## src/rtl/umlp_pkg.sv

```systemverilog
// Shared types, widths and constants for the ultrasonic median level block.
// No dependencies; imported by every module under rtl/.
package umlp_pkg;

  localparam int SAMPLE_COUNT = 5;
  localparam int ECHO_W       = 14;
  localparam int DIST_W       = 9;    // floor(16383*17/1000) = 278
  localparam int RANK_W       = $clog2(SAMPLE_COUNT);
  localparam int CNT_W        = $clog2(SAMPLE_COUNT + 1);
  localparam int CFG_W        = 8;
  localparam int CFG_IDX_W    = 1;
  localparam int PCT_W        = 7;
  localparam int NUM_W        = 15;   // (empty - median) * 100 <= 25500

  // floor(w*17/1000) == (w * ceil(2^29/1000) * 17) >> 29, exact for w < 2^14
  localparam int                 SCALE_SHIFT = 29;
  localparam int                 PROD_W      = ECHO_W + 24;
  localparam logic [23:0]        SCALE_MUL   = 24'd9126807;

  localparam logic [CFG_W-1:0]   FULL_RESET  = 8'd25;
  localparam logic [CFG_W-1:0]   EMPTY_RESET = 8'd130;
  localparam logic [PCT_W-1:0]   PCT_SCALE   = 7'd100;
  localparam logic [PCT_W-1:0]   BAND_LOW_MAX = 7'd30;
  localparam logic [PCT_W-1:0]   BAND_MID_MAX = 7'd70;

  localparam logic [CFG_IDX_W-1:0] REG_FULL  = 1'b0;
  localparam logic [CFG_IDX_W-1:0] REG_EMPTY = 1'b1;

  // lanes (2) + merge (2) + divider (one stage per quotient bit) + output (1)
  localparam int LATENCY = 4 + PCT_W + 1;

  typedef enum logic [1:0] {
    BAND_LOW  = 2'd0,
    BAND_MID  = 2'd1,
    BAND_HIGH = 2'd2
  } band_t;

  typedef logic [DIST_W-1:0]                     dist_t;
  typedef logic [SAMPLE_COUNT-1:0][DIST_W-1:0]   dist_vec_t;
  typedef logic [SAMPLE_COUNT-1:0][RANK_W-1:0]   rank_vec_t;
  typedef logic [SAMPLE_COUNT-1:0][ECHO_W-1:0]   echo_vec_t;

  typedef struct packed {
    logic             err;
    logic [CFG_W-1:0] median;
    logic [CNT_W-1:0] count;
  } meta_t;

endpackage

```

## src/rtl/umlp_lane.sv

```systemverilog
// One sample lane: echo width to distance, then rank among the valid distances.
// Depends on umlp_pkg.
module umlp_lane #(
  parameter int LANE = 0
) (
  input  logic                           clk,
  input  logic [umlp_pkg::ECHO_W-1:0]    echo,
  output umlp_pkg::dist_t                dist_cm,
  output logic                           hit,
  input  umlp_pkg::dist_vec_t            dist_all,
  input  logic [umlp_pkg::SAMPLE_COUNT-1:0] hit_all,
  output logic [umlp_pkg::RANK_W-1:0]    rank,
  output umlp_pkg::dist_t                dist_q,
  output logic                           hit_q
);
  import umlp_pkg::*;

  logic [PROD_W-1:0] prod;
  dist_t             dist_cm_next;
  logic [RANK_W-1:0] rank_next;

  assign prod         = PROD_W'(echo) * PROD_W'(SCALE_MUL);
  assign dist_cm_next = prod[SCALE_SHIFT +: DIST_W];

  // ties broken by lane order so every valid lane gets a distinct rank
  always_comb begin
    rank_next = '0;
    for (int j = 0; j < SAMPLE_COUNT; j++) begin
      if (j != LANE && hit_all[j] &&
          (dist_all[j] < dist_cm || (dist_all[j] == dist_cm && j < LANE))) begin
        rank_next = rank_next + RANK_W'(1);
      end
    end
  end

  always_ff @(posedge clk) begin
    dist_cm <= dist_cm_next;
    hit     <= (dist_cm_next != '0);
    rank    <= rank_next;
    dist_q  <= dist_cm;
    hit_q   <= hit;
  end

endmodule

```

## src/rtl/umlp_merge.sv

```systemverilog
// Merge stage: picks the median lane, clamps it and forms the level fraction.
// Depends on umlp_pkg.
module umlp_merge (
  input  logic                              clk,
  input  umlp_pkg::dist_vec_t               dist_cm,
  input  logic [umlp_pkg::SAMPLE_COUNT-1:0] hit,
  input  umlp_pkg::rank_vec_t               rank,
  input  logic [umlp_pkg::CFG_W-1:0]        full_distance_cm,
  input  logic [umlp_pkg::CFG_W-1:0]        empty_distance_cm,
  output logic [umlp_pkg::NUM_W-1:0]        num,
  output logic [umlp_pkg::CFG_W-1:0]        den,
  output umlp_pkg::meta_t                   meta
);
  import umlp_pkg::*;

  logic [CNT_W-1:0]  count;
  logic [RANK_W-1:0] mid;
  dist_t             med;
  logic [CFG_W-1:0]  med_clamp;
  meta_t             meta_a;
  meta_t             meta_a_next;
  logic [CFG_W-1:0]  diff;

  assign count = CNT_W'($countones(hit));
  assign mid   = RANK_W'(count >> 1);

  always_comb begin
    med = '0;
    for (int i = 0; i < SAMPLE_COUNT; i++) begin
      if (hit[i] && rank[i] == mid) begin
        med = med | dist_cm[i];
      end
    end
  end

  always_comb begin
    if (med < DIST_W'(full_distance_cm)) begin
      med_clamp = full_distance_cm;
    end else if (med > DIST_W'(empty_distance_cm)) begin
      med_clamp = empty_distance_cm;
    end else begin
      med_clamp = med[CFG_W-1:0];
    end
  end

  always_comb begin
    meta_a_next.count  = count;
    meta_a_next.err    = (count == '0) || (empty_distance_cm <= full_distance_cm);
    meta_a_next.median = (count == '0) ? '0 : med_clamp;
  end

  assign diff = empty_distance_cm - meta_a.median;

  always_ff @(posedge clk) begin
    meta_a <= meta_a_next;
    meta   <= meta_a;
    if (meta_a.err) begin
      num <= '0;
      den <= CFG_W'(1);
    end else begin
      num <= NUM_W'(diff) * NUM_W'(PCT_SCALE);
      den <= empty_distance_cm - full_distance_cm;
    end
  end

endmodule

```

## src/rtl/umlp_div.sv

```systemverilog
// Pipelined restoring divider, one quotient bit per stage; quotient fits PCT_W.
// Depends on umlp_pkg.
module umlp_div (
  input  logic                          clk,
  input  logic [umlp_pkg::NUM_W-1:0]    num,
  input  logic [umlp_pkg::CFG_W-1:0]    den,
  input  umlp_pkg::meta_t               meta_in,
  output logic [umlp_pkg::PCT_W-1:0]    quo,
  output umlp_pkg::meta_t               meta_out
);
  import umlp_pkg::*;

  logic [NUM_W-1:0] rem_s  [PCT_W+1];
  logic [CFG_W-1:0] den_s  [PCT_W+1];
  logic [PCT_W-1:0] quo_s  [PCT_W+1];
  meta_t            meta_s [PCT_W+1];

  assign rem_s[0]  = num;
  assign den_s[0]  = den;
  assign quo_s[0]  = '0;
  assign meta_s[0] = meta_in;

  for (genvar s = 0; s < PCT_W; s++) begin : g_stage
    localparam int BIT = PCT_W - 1 - s;
    logic [NUM_W-1:0] trial;
    logic             take;

    assign trial = NUM_W'(den_s[s]) << BIT;
    assign take  = (rem_s[s] >= trial);

    always_ff @(posedge clk) begin
      rem_s[s+1]  <= take ? rem_s[s] - trial : rem_s[s];
      den_s[s+1]  <= den_s[s];
      quo_s[s+1]  <= quo_s[s] | (PCT_W'(take) << BIT);
      meta_s[s+1] <= meta_s[s];
    end
  end

  assign quo      = quo_s[PCT_W];
  assign meta_out = meta_s[PCT_W];

endmodule

```

## src/rtl/ultrasonic_median_level_percent.sv

```systemverilog
// Pipeline: a request passes through the lane, merge, divider and output registers in order.
// Throughput: one request per cycle, set by the fully pipelined divider (one stage
// per quotient bit); busy is high only while rst is held.
// Reset: synchronous, clears the in-flight valid pipeline and loads the
// full/empty distance registers with 25 cm and 130 cm. The receiver cannot stall.
module ultrasonic_median_level_percent (
  input  logic                             clk,
  input  logic                             rst,
  input  logic                             start,
  output logic                             busy,
  input  logic                             cfg_we,
  input  logic [umlp_pkg::CFG_IDX_W-1:0]   cfg_index,
  input  logic [umlp_pkg::CFG_W-1:0]       cfg_data,
  input  logic [umlp_pkg::ECHO_W-1:0]      echo_us_0,
  input  logic [umlp_pkg::ECHO_W-1:0]      echo_us_1,
  input  logic [umlp_pkg::ECHO_W-1:0]      echo_us_2,
  input  logic [umlp_pkg::ECHO_W-1:0]      echo_us_3,
  input  logic [umlp_pkg::ECHO_W-1:0]      echo_us_4,
  output logic                             done,
  output logic [umlp_pkg::PCT_W-1:0]       level_percent,
  output logic [umlp_pkg::CFG_W-1:0]       median_cm,
  output logic [1:0]                       level_band,
  output logic                             sensor_error,
  output logic [umlp_pkg::CNT_W-1:0]       valid_count
);
  import umlp_pkg::*;

  logic [CFG_W-1:0]        full_distance_cm;
  logic [CFG_W-1:0]        empty_distance_cm;
  logic [LATENCY-1:0]      vld;
  echo_vec_t               echo;
  dist_vec_t               dist_cm;
  logic [SAMPLE_COUNT-1:0] hit;
  rank_vec_t               rank;
  dist_vec_t               dist_q;
  logic [SAMPLE_COUNT-1:0] hit_q;
  logic [NUM_W-1:0]        num;
  logic [CFG_W-1:0]        den;
  meta_t                   meta_m;
  meta_t                   meta_d;
  logic [PCT_W-1:0]        quo;
  band_t                   band_next;

  assign busy = rst;

  assign echo[0] = echo_us_0;
  assign echo[1] = echo_us_1;
  assign echo[2] = echo_us_2;
  assign echo[3] = echo_us_3;
  assign echo[4] = echo_us_4;

  always_ff @(posedge clk) begin
    if (rst) begin
      full_distance_cm  <= FULL_RESET;
      empty_distance_cm <= EMPTY_RESET;
    end else if (cfg_we) begin
      unique case (cfg_index)
        REG_FULL:  full_distance_cm  <= cfg_data;
        REG_EMPTY: empty_distance_cm <= cfg_data;
        default: ;
      endcase
    end
  end

  always_ff @(posedge clk) begin
    if (rst) begin
      vld <= '0;
    end else begin
      vld <= {vld[LATENCY-2:0], start & ~busy};
    end
  end

  for (genvar i = 0; i < SAMPLE_COUNT; i++) begin : g_lane
    umlp_lane #(.LANE(i)) u_lane (
      .clk      (clk),
      .echo     (echo[i]),
      .dist_cm  (dist_cm[i]),
      .hit      (hit[i]),
      .dist_all (dist_cm),
      .hit_all  (hit),
      .rank     (rank[i]),
      .dist_q   (dist_q[i]),
      .hit_q    (hit_q[i])
    );
  end

  umlp_merge u_merge (
    .clk               (clk),
    .dist_cm           (dist_q),
    .hit               (hit_q),
    .rank              (rank),
    .full_distance_cm  (full_distance_cm),
    .empty_distance_cm (empty_distance_cm),
    .num               (num),
    .den               (den),
    .meta              (meta_m)
  );

  umlp_div u_div (
    .clk      (clk),
    .num      (num),
    .den      (den),
    .meta_in  (meta_m),
    .quo      (quo),
    .meta_out (meta_d)
  );

  always_comb begin
    if (quo <= BAND_LOW_MAX) begin
      band_next = BAND_LOW;
    end else if (quo <= BAND_MID_MAX) begin
      band_next = BAND_MID;
    end else begin
      band_next = BAND_HIGH;
    end
  end

  always_ff @(posedge clk) begin
    level_percent <= quo;
    median_cm     <= meta_d.median;
    level_band    <= band_next;
    sensor_error  <= meta_d.err;
    valid_count   <= meta_d.count;
  end

  assign done = vld[LATENCY-1];

endmodule

```

## config.mk

```make
export PLATFORM = sky130hd
export DESIGN_NAME = ultrasonic_median_level_percent
export DESIGN_NICKNAME = d
export VERILOG_FILES = /design/src/rtl/umlp_pkg.sv /design/src/rtl/umlp_lane.sv /design/src/rtl/umlp_merge.sv /design/src/rtl/umlp_div.sv /design/src/rtl/ultrasonic_median_level_percent.sv
export SDC_FILE = /design/constraint.sdc
export NUM_CORES = 2
export LEC_CHECK = 0
export BUFFER_PORTS_ARGS = -buffer_cell sky130_fd_sc_hd__buf_2
export CAP_MARGIN = 20
export CORE_MARGIN = 2
export CORE_UTILIZATION = 65
export CTS_CLUSTER_DIAMETER = 50
export CTS_CLUSTER_SIZE = 12
export DETAILED_ROUTE_END_ITERATION = 6
export PLACE_DENSITY = 0.82
export SYNTH_ARGS = -nofsm -noshare
export SYNTH_HDL_FRONTEND = slang
export SYNTH_HIERARCHICAL = 1
export SYNTH_SLANG_ARGS = --single-unit
export TNS_END_PERCENT = 100
```

## constraint.sdc

```tcl
create_clock -name clk -period 8.3 [get_ports clk]
set_input_delay 0.415 -clock clk [delete_from_list [all_inputs] [get_ports clk]]
set_output_delay 0.415 -clock clk [all_outputs]
set_load 0.005 [all_outputs]
```

Yosys cells after proc, flatten, opt, wreduce, memory -nomap -nowiden:

Cells that the tools add are included.

* flip-flop bits (word level): 476
* input bits: 83
* output and inout port bits: 23
* word-level logic and storage cells: 253

* $add $sub $neg: 27
* $mul: 6
* magnitude comparators: 32
* equality and inequality tests: 15
* muxes and demuxes: 34
* bitwise gates (word level): 13
* reduce and logical (&&, ||, !) cells: 44

Operators with widths (number)
* multiplier 14 x 24 -> 38 bit, second input constant: 5
* less-than comparator 9 bit: 20
* equality test 9 bit: 10
* two-way mux 15 bit: 6
* adder 3 x 1 -> 3 bit, second input constant: 15
* two-way mux 3 bit: 15
* two-way mux 9 bit: 5
* nonzero test 9 bit: 5
* OR 9 bit: 4
* logical AND 1 bit: 25
* two-way mux 8 bit: 2
* subtractor 8 bit: 2
* equality test 3 x 2 -> 1 bit: 5
* greater-or-equal comparator 15 x 10 -> 1 bit: 1
* greater-or-equal comparator 15 x 11 -> 1 bit: 1
* greater-or-equal comparator 15 x 12 -> 1 bit: 1
* greater-or-equal comparator 15 x 13 -> 1 bit: 1
* greater-or-equal comparator 15 x 14 -> 1 bit: 1
* greater-or-equal comparator 15 x 8 -> 1 bit: 1
* greater-or-equal comparator 15 x 9 -> 1 bit: 1
* subtractor 15 x 10 -> 15 bit: 1
* subtractor 15 x 11 -> 15 bit: 1
* subtractor 15 x 12 -> 15 bit: 1
* subtractor 15 x 13 -> 15 bit: 1
* other kinds (24): 41

Longest topological paths before layout:

* word-level depth: 17
* gate-level depth with buffers: 23
* gate-level depth less buffers: 23

By module:

Netlist, hierarchy kept.

By module, submodules not included
* umlp_div: instances 1, cells an instance 792, area an instance 8772.2 um2, seq. area each 5004.8 um2
* umlp_lane at g_lane[3].u_lane: instances 1, cells an instance 693, area an instance 6716.4 um2, seq. area each 460.4 um2
* umlp_lane at g_lane[0].u_lane: instances 1, cells an instance 675, area an instance 6685.2 um2, seq. area each 460.4 um2
* umlp_lane at g_lane[1].u_lane: instances 1, cells an instance 701, area an instance 6672.6 um2, seq. area each 460.4 um2
* umlp_lane at g_lane[2].u_lane: instances 1, cells an instance 664, area an instance 6533.8 um2, seq. area each 460.4 um2
* umlp_lane at g_lane[4].u_lane: instances 1, cells an instance 630, area an instance 6342.3 um2, seq. area each 460.4 um2
* umlp_merge: instances 1, cells an instance 330, area an instance 3278.1 um2, seq. area each 900.9 um2
* ultrasonic_median_level_percent: instances 1, cells an instance 124, area an instance 1362.6 um2, seq. area each 980.9 um2

Worst setup path after synthesis:

No wires, ideal clock.

* path kind: in2reg
* start point: in echo_us_4[11] (netlist bit)
* end point: reg g_lane[4].u_lane.hit
* library setup time: 0.134 ns
* data arrival time: 6.007 ns
* required time: 8.166 ns
* slack: 2.159 ns
* stages on the path: 21
* path buffers: 0
* path through: fa_1 -> inv_1 -> fa_1 -> inv_1 -> fa_1 -> inv_1 -> fa_1 -> inv_1 -> fa_1 -> fa_1 -> ha_1 -> and4_1 -> and4_1 -> o2111ai_1 -> o221ai_2 -> a31oi_2 -> o21bai_1 -> o21a_1 -> or4_1 -> or3_1 -> or4_1

* longest elaborated chain between the ends: 2

RTL lines
* start, declared: RTL line ultrasonic_median_level_percent.sv:18 `input logic [umlp_pkg::ECHO_W-1:0] echo_us_4,`
* multiplier 14 x 24 -> 38 bit: RTL line umlp_lane.sv:22 `assign prod = PROD_W'(echo) * PROD_W'(SCALE_MUL);`
* named net g_lane[4].u_lane.prod[34]: RTL line umlp_lane.sv:18 `logic [PROD_W-1:0] prod;`
* nonzero test 9 bit: RTL line umlp_lane.sv:38 `hit <= (dist_cm_next != '0);`
* end signal, assigned: RTL line umlp_lane.sv:38
* end, declared: RTL line umlp_lane.sv:9 `output logic hit,`

The timed path passes the listed nets, and every way through them passes these cells.
A chain may end at the register's enable or synchronous reset.

Final worst setup path:

* start point: in echo_us_1[12] (netlist bit)
* end point: reg g_lane[1].u_lane.hit

* longest elaborated chain between the ends: 2

RTL lines
* start, declared: RTL line ultrasonic_median_level_percent.sv:15 `input logic [umlp_pkg::ECHO_W-1:0] echo_us_1,`
* multiplier 14 x 24 -> 38 bit: RTL line umlp_lane.sv:22
* named net g_lane[1].u_lane.prod[35]: RTL line umlp_lane.sv:18
* nonzero test 9 bit: RTL line umlp_lane.sv:38
* end signal, assigned: RTL line umlp_lane.sv:38
* end, declared: RTL line umlp_lane.sv:9

The timed path passes the listed nets, and every way through them passes these cells.

==> flow_metrics.py <==
metrics = {
    "run_status": {
        "status": "finished clean",
    },
    "floorplan": {
        "rows": 97,
        "core_mm2": 0.0703,
        "ioPinCount": 106,
        "start_util_pct": 66.0,
        "die_w_um": 271,
        "die_area_mm2": 0.0735,
        "die_height_um": 271,
    },
    "timing": {
        "finalMaxSlewViolations": 0,
        "fin_crit_ps": 6180,
        "hold_viol": 0,
        "skew_ps": 31.9,
        "fmax_mhz": 162,
        "rsz0062_at_grt": "false",
        "setup_viol": 0,
        "fin_setup_tns_ps": 0,
        "period_share_pct": 74.4,
        "worstMarginPinSlew_ps": 1010,
        "worst_slew_margin_rel_pct": 32.6,
    },
    "detailed_routing": {
        "ant_nets": 0,
        "wl_per_cell_um": 18.2,
        "vias": 32500,
        "dr.pass1.iters": 5,
        "remaining_drc_errors": 0,
        "finalWirelength_mm": 103,
        "drt_iter0_markers": 1698,
        "detail_route.vias_per_cell": 5.72,
    },
    "clocking": {
        "cts_buffers": 47,
        "clock-sinks": 459,
        "clock_path_buffers": 3,
        "cts-root-buf": "clkbuf_16",
        "post_cts_buffers": 0,
        "cts.clk_slew.worst_paths_ps": 60,
        "htreeDepth": 2,
        "clock_latency_ps": 590,
        "cts-resized-gates": 0,
        "hold_buffers": 0,
        "cts_tree": "built",
    },
    "setup_path": {
        "cp-start-kind": "input port",
        "arrival_ps": 6630,
        "critPathKind": "input port to flop",
        "crit_fanout": 9,
        "required_ps": 8750,
        "end_kind": "flop",
    },
    "global_routing": {
        "antenna_found_initial": 0,
        "grt_pass1_wl_mm": 172,
        "grt-ovfl-total": 0,
        "grt_max_degree": 30,
        "grtUsageTotal_pct": 28.9,
        "grt_pass1_vias": 34400,
    },
    "power": {
        "netSwitchingPower_w": 0.00995,
        "cellPowerDensity_mw_per_mm2": 422,
        "power_frac_comb_pct": 72.7,
        "p_leak_nw": 25.8,
        "p_clk_share_pct": 9.3,
        "p_int_w": 0.0108,
        "peakVddDrop_mv": 0.327,
        "netSwitchingFraction_pct": 47.9,
        "pwr-share-seq_pct": 18.0,
    },
    "cells_and_area": {
        "final_util_pct": 70.0,
        "regArea_mm2": 0.00919,
        "area_growth_pct": 6.10,
        "n_fill_cell": 5189,
        "multi_input_area_mm2": 0.0331,
        "nNetsFinal": 6349,
        "drive_gt1_share_pct": 5.66,
    },
    "place": {
        "portBuffers": 105,
        "place_congestion": 0.967,
        "dp_hpwl_mm": 86.5,
    },
    "yosys": {
        "synthTopCellsByArea": "ha_1 (29%), fa_1 (21%), dfxtp_1 (20%), inv_1 (8.1%), a21oi_1 (1.8%)",
        "yosysTopAreaCell": "ha_1",
        "syn_inst": 4609,
        "syn-cell-area_mm2": 0.0464,
        "synth_edf_count": 0,
        "synth_seq_area_share_pct": 19.8,
        "synth_top_area_share_pct": 28.6,
        "yosys_warnings": 6,
        "async_flop_share_pct": 0,
        "yosys_most_used_dff": "dfxtp_1",
        "postSynthAreaPerCell_um2": 10.1,
        "synth_cell_types": 114,
        "ys_ff_latch": 459,
    },
    "job": {
        "maxCapViolCount": 0,
    },
    "worst_hold_path": {
        "worstHoldPathType": "input port to flop",
    },
}
state kept, by name, summed over array words and instances, names as in the netlist, 12 cells and up:
name	cells
u_div/rem_s	90
g_lane.u_lane/rank	15
vld	12
u_merge/num	13
g_lane.u_lane/dist_cm	45
g_lane.u_lane/dist_q	45
u_merge/meta_a	12
u_merge/meta	12
u_div/quo_s	21
u_div/meta_s	72
u_div/den_s	48
u_div/meta_out	12
through the flow:
stage	area, µm²	hold WS, ps	setup slack [ps]	cells	power, W
after global placement	47800	310	1700	5612	0.0180
after floorplan	46400	310	2160	4610	0.0149
after global routing	49200	44.1	1760	5677	0.0230
after CTS	49200	28.7	2180	5676	0.0207
final	49200	46.9	2120	5678	0.0208
after detailed placement	47800	312	1580	5612	0.0186
power groups by stage:
stage	sequential (W)	clock (W)	combinational, W
floorplan	0.00347	0	0.0114
global placement	0.00375	0	0.0142
detailed placement	0.00377	0	0.0148
CTS	0.00373	0.00197	0.0150
global route	0.00381	0.00206	0.0171
finish	0.00374	0.00193	0.0151
worst paths after layout:
| check | startpoint | to | slack [ps] | cells after the start |
|---|---|---|---|---|
| worst max register to register | g_lane[0].u_lane/hit_q$_DFF_P_ | u_merge/meta_a[3]$_SDFF_PP0_ | 3070 | 17 |
| worst min-delay path | start | vld[0]$_SDFF_PP0_ | 50 | 2 |
| worst min register to register | u_div/meta_s[22]$_DFF_P_ | u_div/meta_out[10]$_DFF_P_ | 310 | 0 |
| worst max-delay path | echo_us_1[12] | g_lane[1].u_lane/hit$_DFF_P_ | 2120 | 21 |
final cells by class:
class	instances	area share, %
Timing Repair Buffer	107	1.10
Inverter	1002	7.66
Tap cell	940	2.39
Clock inverter	10	0.305
Multi-Input combinational cell	3105	67.3
Sequential cell	459	18.7
Antenna cell	1	0.00509
Clock buffer	54	2.55
cells by family (layout without fill, tap and decap cells):
family	count (synthesis)	count (layout)	synth area share [%]
other	1	3	0.00809
AND/OR/NAND/NOR	707	707	8.26
XOR/XNOR	109	109	2.09
flip-flops	459	459	19.8
multiplexers	41	41	0.972
buffers and inverters	1046	1173	8.76
AO/OA/AOI/OAI	702	702	10.6
adder cells (fa/ha/maj)	1544	1544	49.5
layout by cell type (no fill, tap or decap), types with 9 or more instances in the layout:
| cell | count |
|---|---|
| nand2_1 | 168 |
| nand3b_1 | 11 |
| a22oi_1 | 12 |
| o211ai_1 | 24 |
| a21o_1 | 79 |
| and4_1 | 10 |
| a211o_1 | 9 |
| o21ai_1 | 12 |
| ha_1 | 1061 |
| nor4_1 | 11 |
| o31ai_1 | 10 |
| nor3_1 | 53 |
| a31oi_1 | 12 |
| o21ai_0 | 118 |
| xor2_1 | 54 |
| nand2b_1 | 41 |
| a211oi_1 | 25 |
| nand3_1 | 57 |
| buf_2 | 105 |
| nand4_1 | 56 |
| mux2i_1 | 15 |
| o21bai_1 | 15 |
| nor2_1 | 132 |
| xnor2_1 | 53 |
| inv_1 | 1001 |
| dfxtp_1 | 459 |
| o21a_1 | 75 |
| or3_1 | 13 |
| nand4b_1 | 9 |
| and2_1 | 9 |
| o2bb2ai_1 | 10 |
| mux2_2 | 22 |
| o31a_1 | 12 |
| a21oi_1 | 164 |
| clkbuf_16 | 47 |
| nor2b_1 | 66 |
| fa_1 | 483 |
critical path, stage by stage:
cell      delay [ps]
buf_2            180
fa_1             570
inv_1             60
fa_1             470
inv_1             60
fa_1             550
inv_1             60
fa_1             510
fa_1             420
inv_1             80
fa_1             410
ha_1             380
nand2_1          130
nor4_1           390
o21ai_1          130
o211ai_1         160
a31oi_2          200
o31ai_1          390
xor2_1           140
or4_1            520
or4_1            400
synthesized netlist by cell type, drive strengths merged (13+ instances only):
library cell / n
a211oi: 29
a21o: 80
a21oi: 170
a31oi: 14
buf: 33
dfxtp: 459
fa: 483
ha: 1061
inv: 1002
mux2: 26
mux2i: 15
nand2: 168
nand2b: 41
nand3: 57
nand4: 58
nor2: 137
nor2b: 66
nor3: 56
nor4: 15
o211ai: 25
o21a: 75
o21ai: 132
o21bai: 15
or3: 13
xnor2: 53
xor2: 56
metal layers:
metal  up-vias  wire, µm  track usage, %
met5         -         0               0
met1     15700     42900            36.3
met4         0      3320            9.16
li1      15600         -               -
met3       233      5080            3.40
met2       877     52000            51.6
Note: power is estimated with default switching activity, not from simulation.
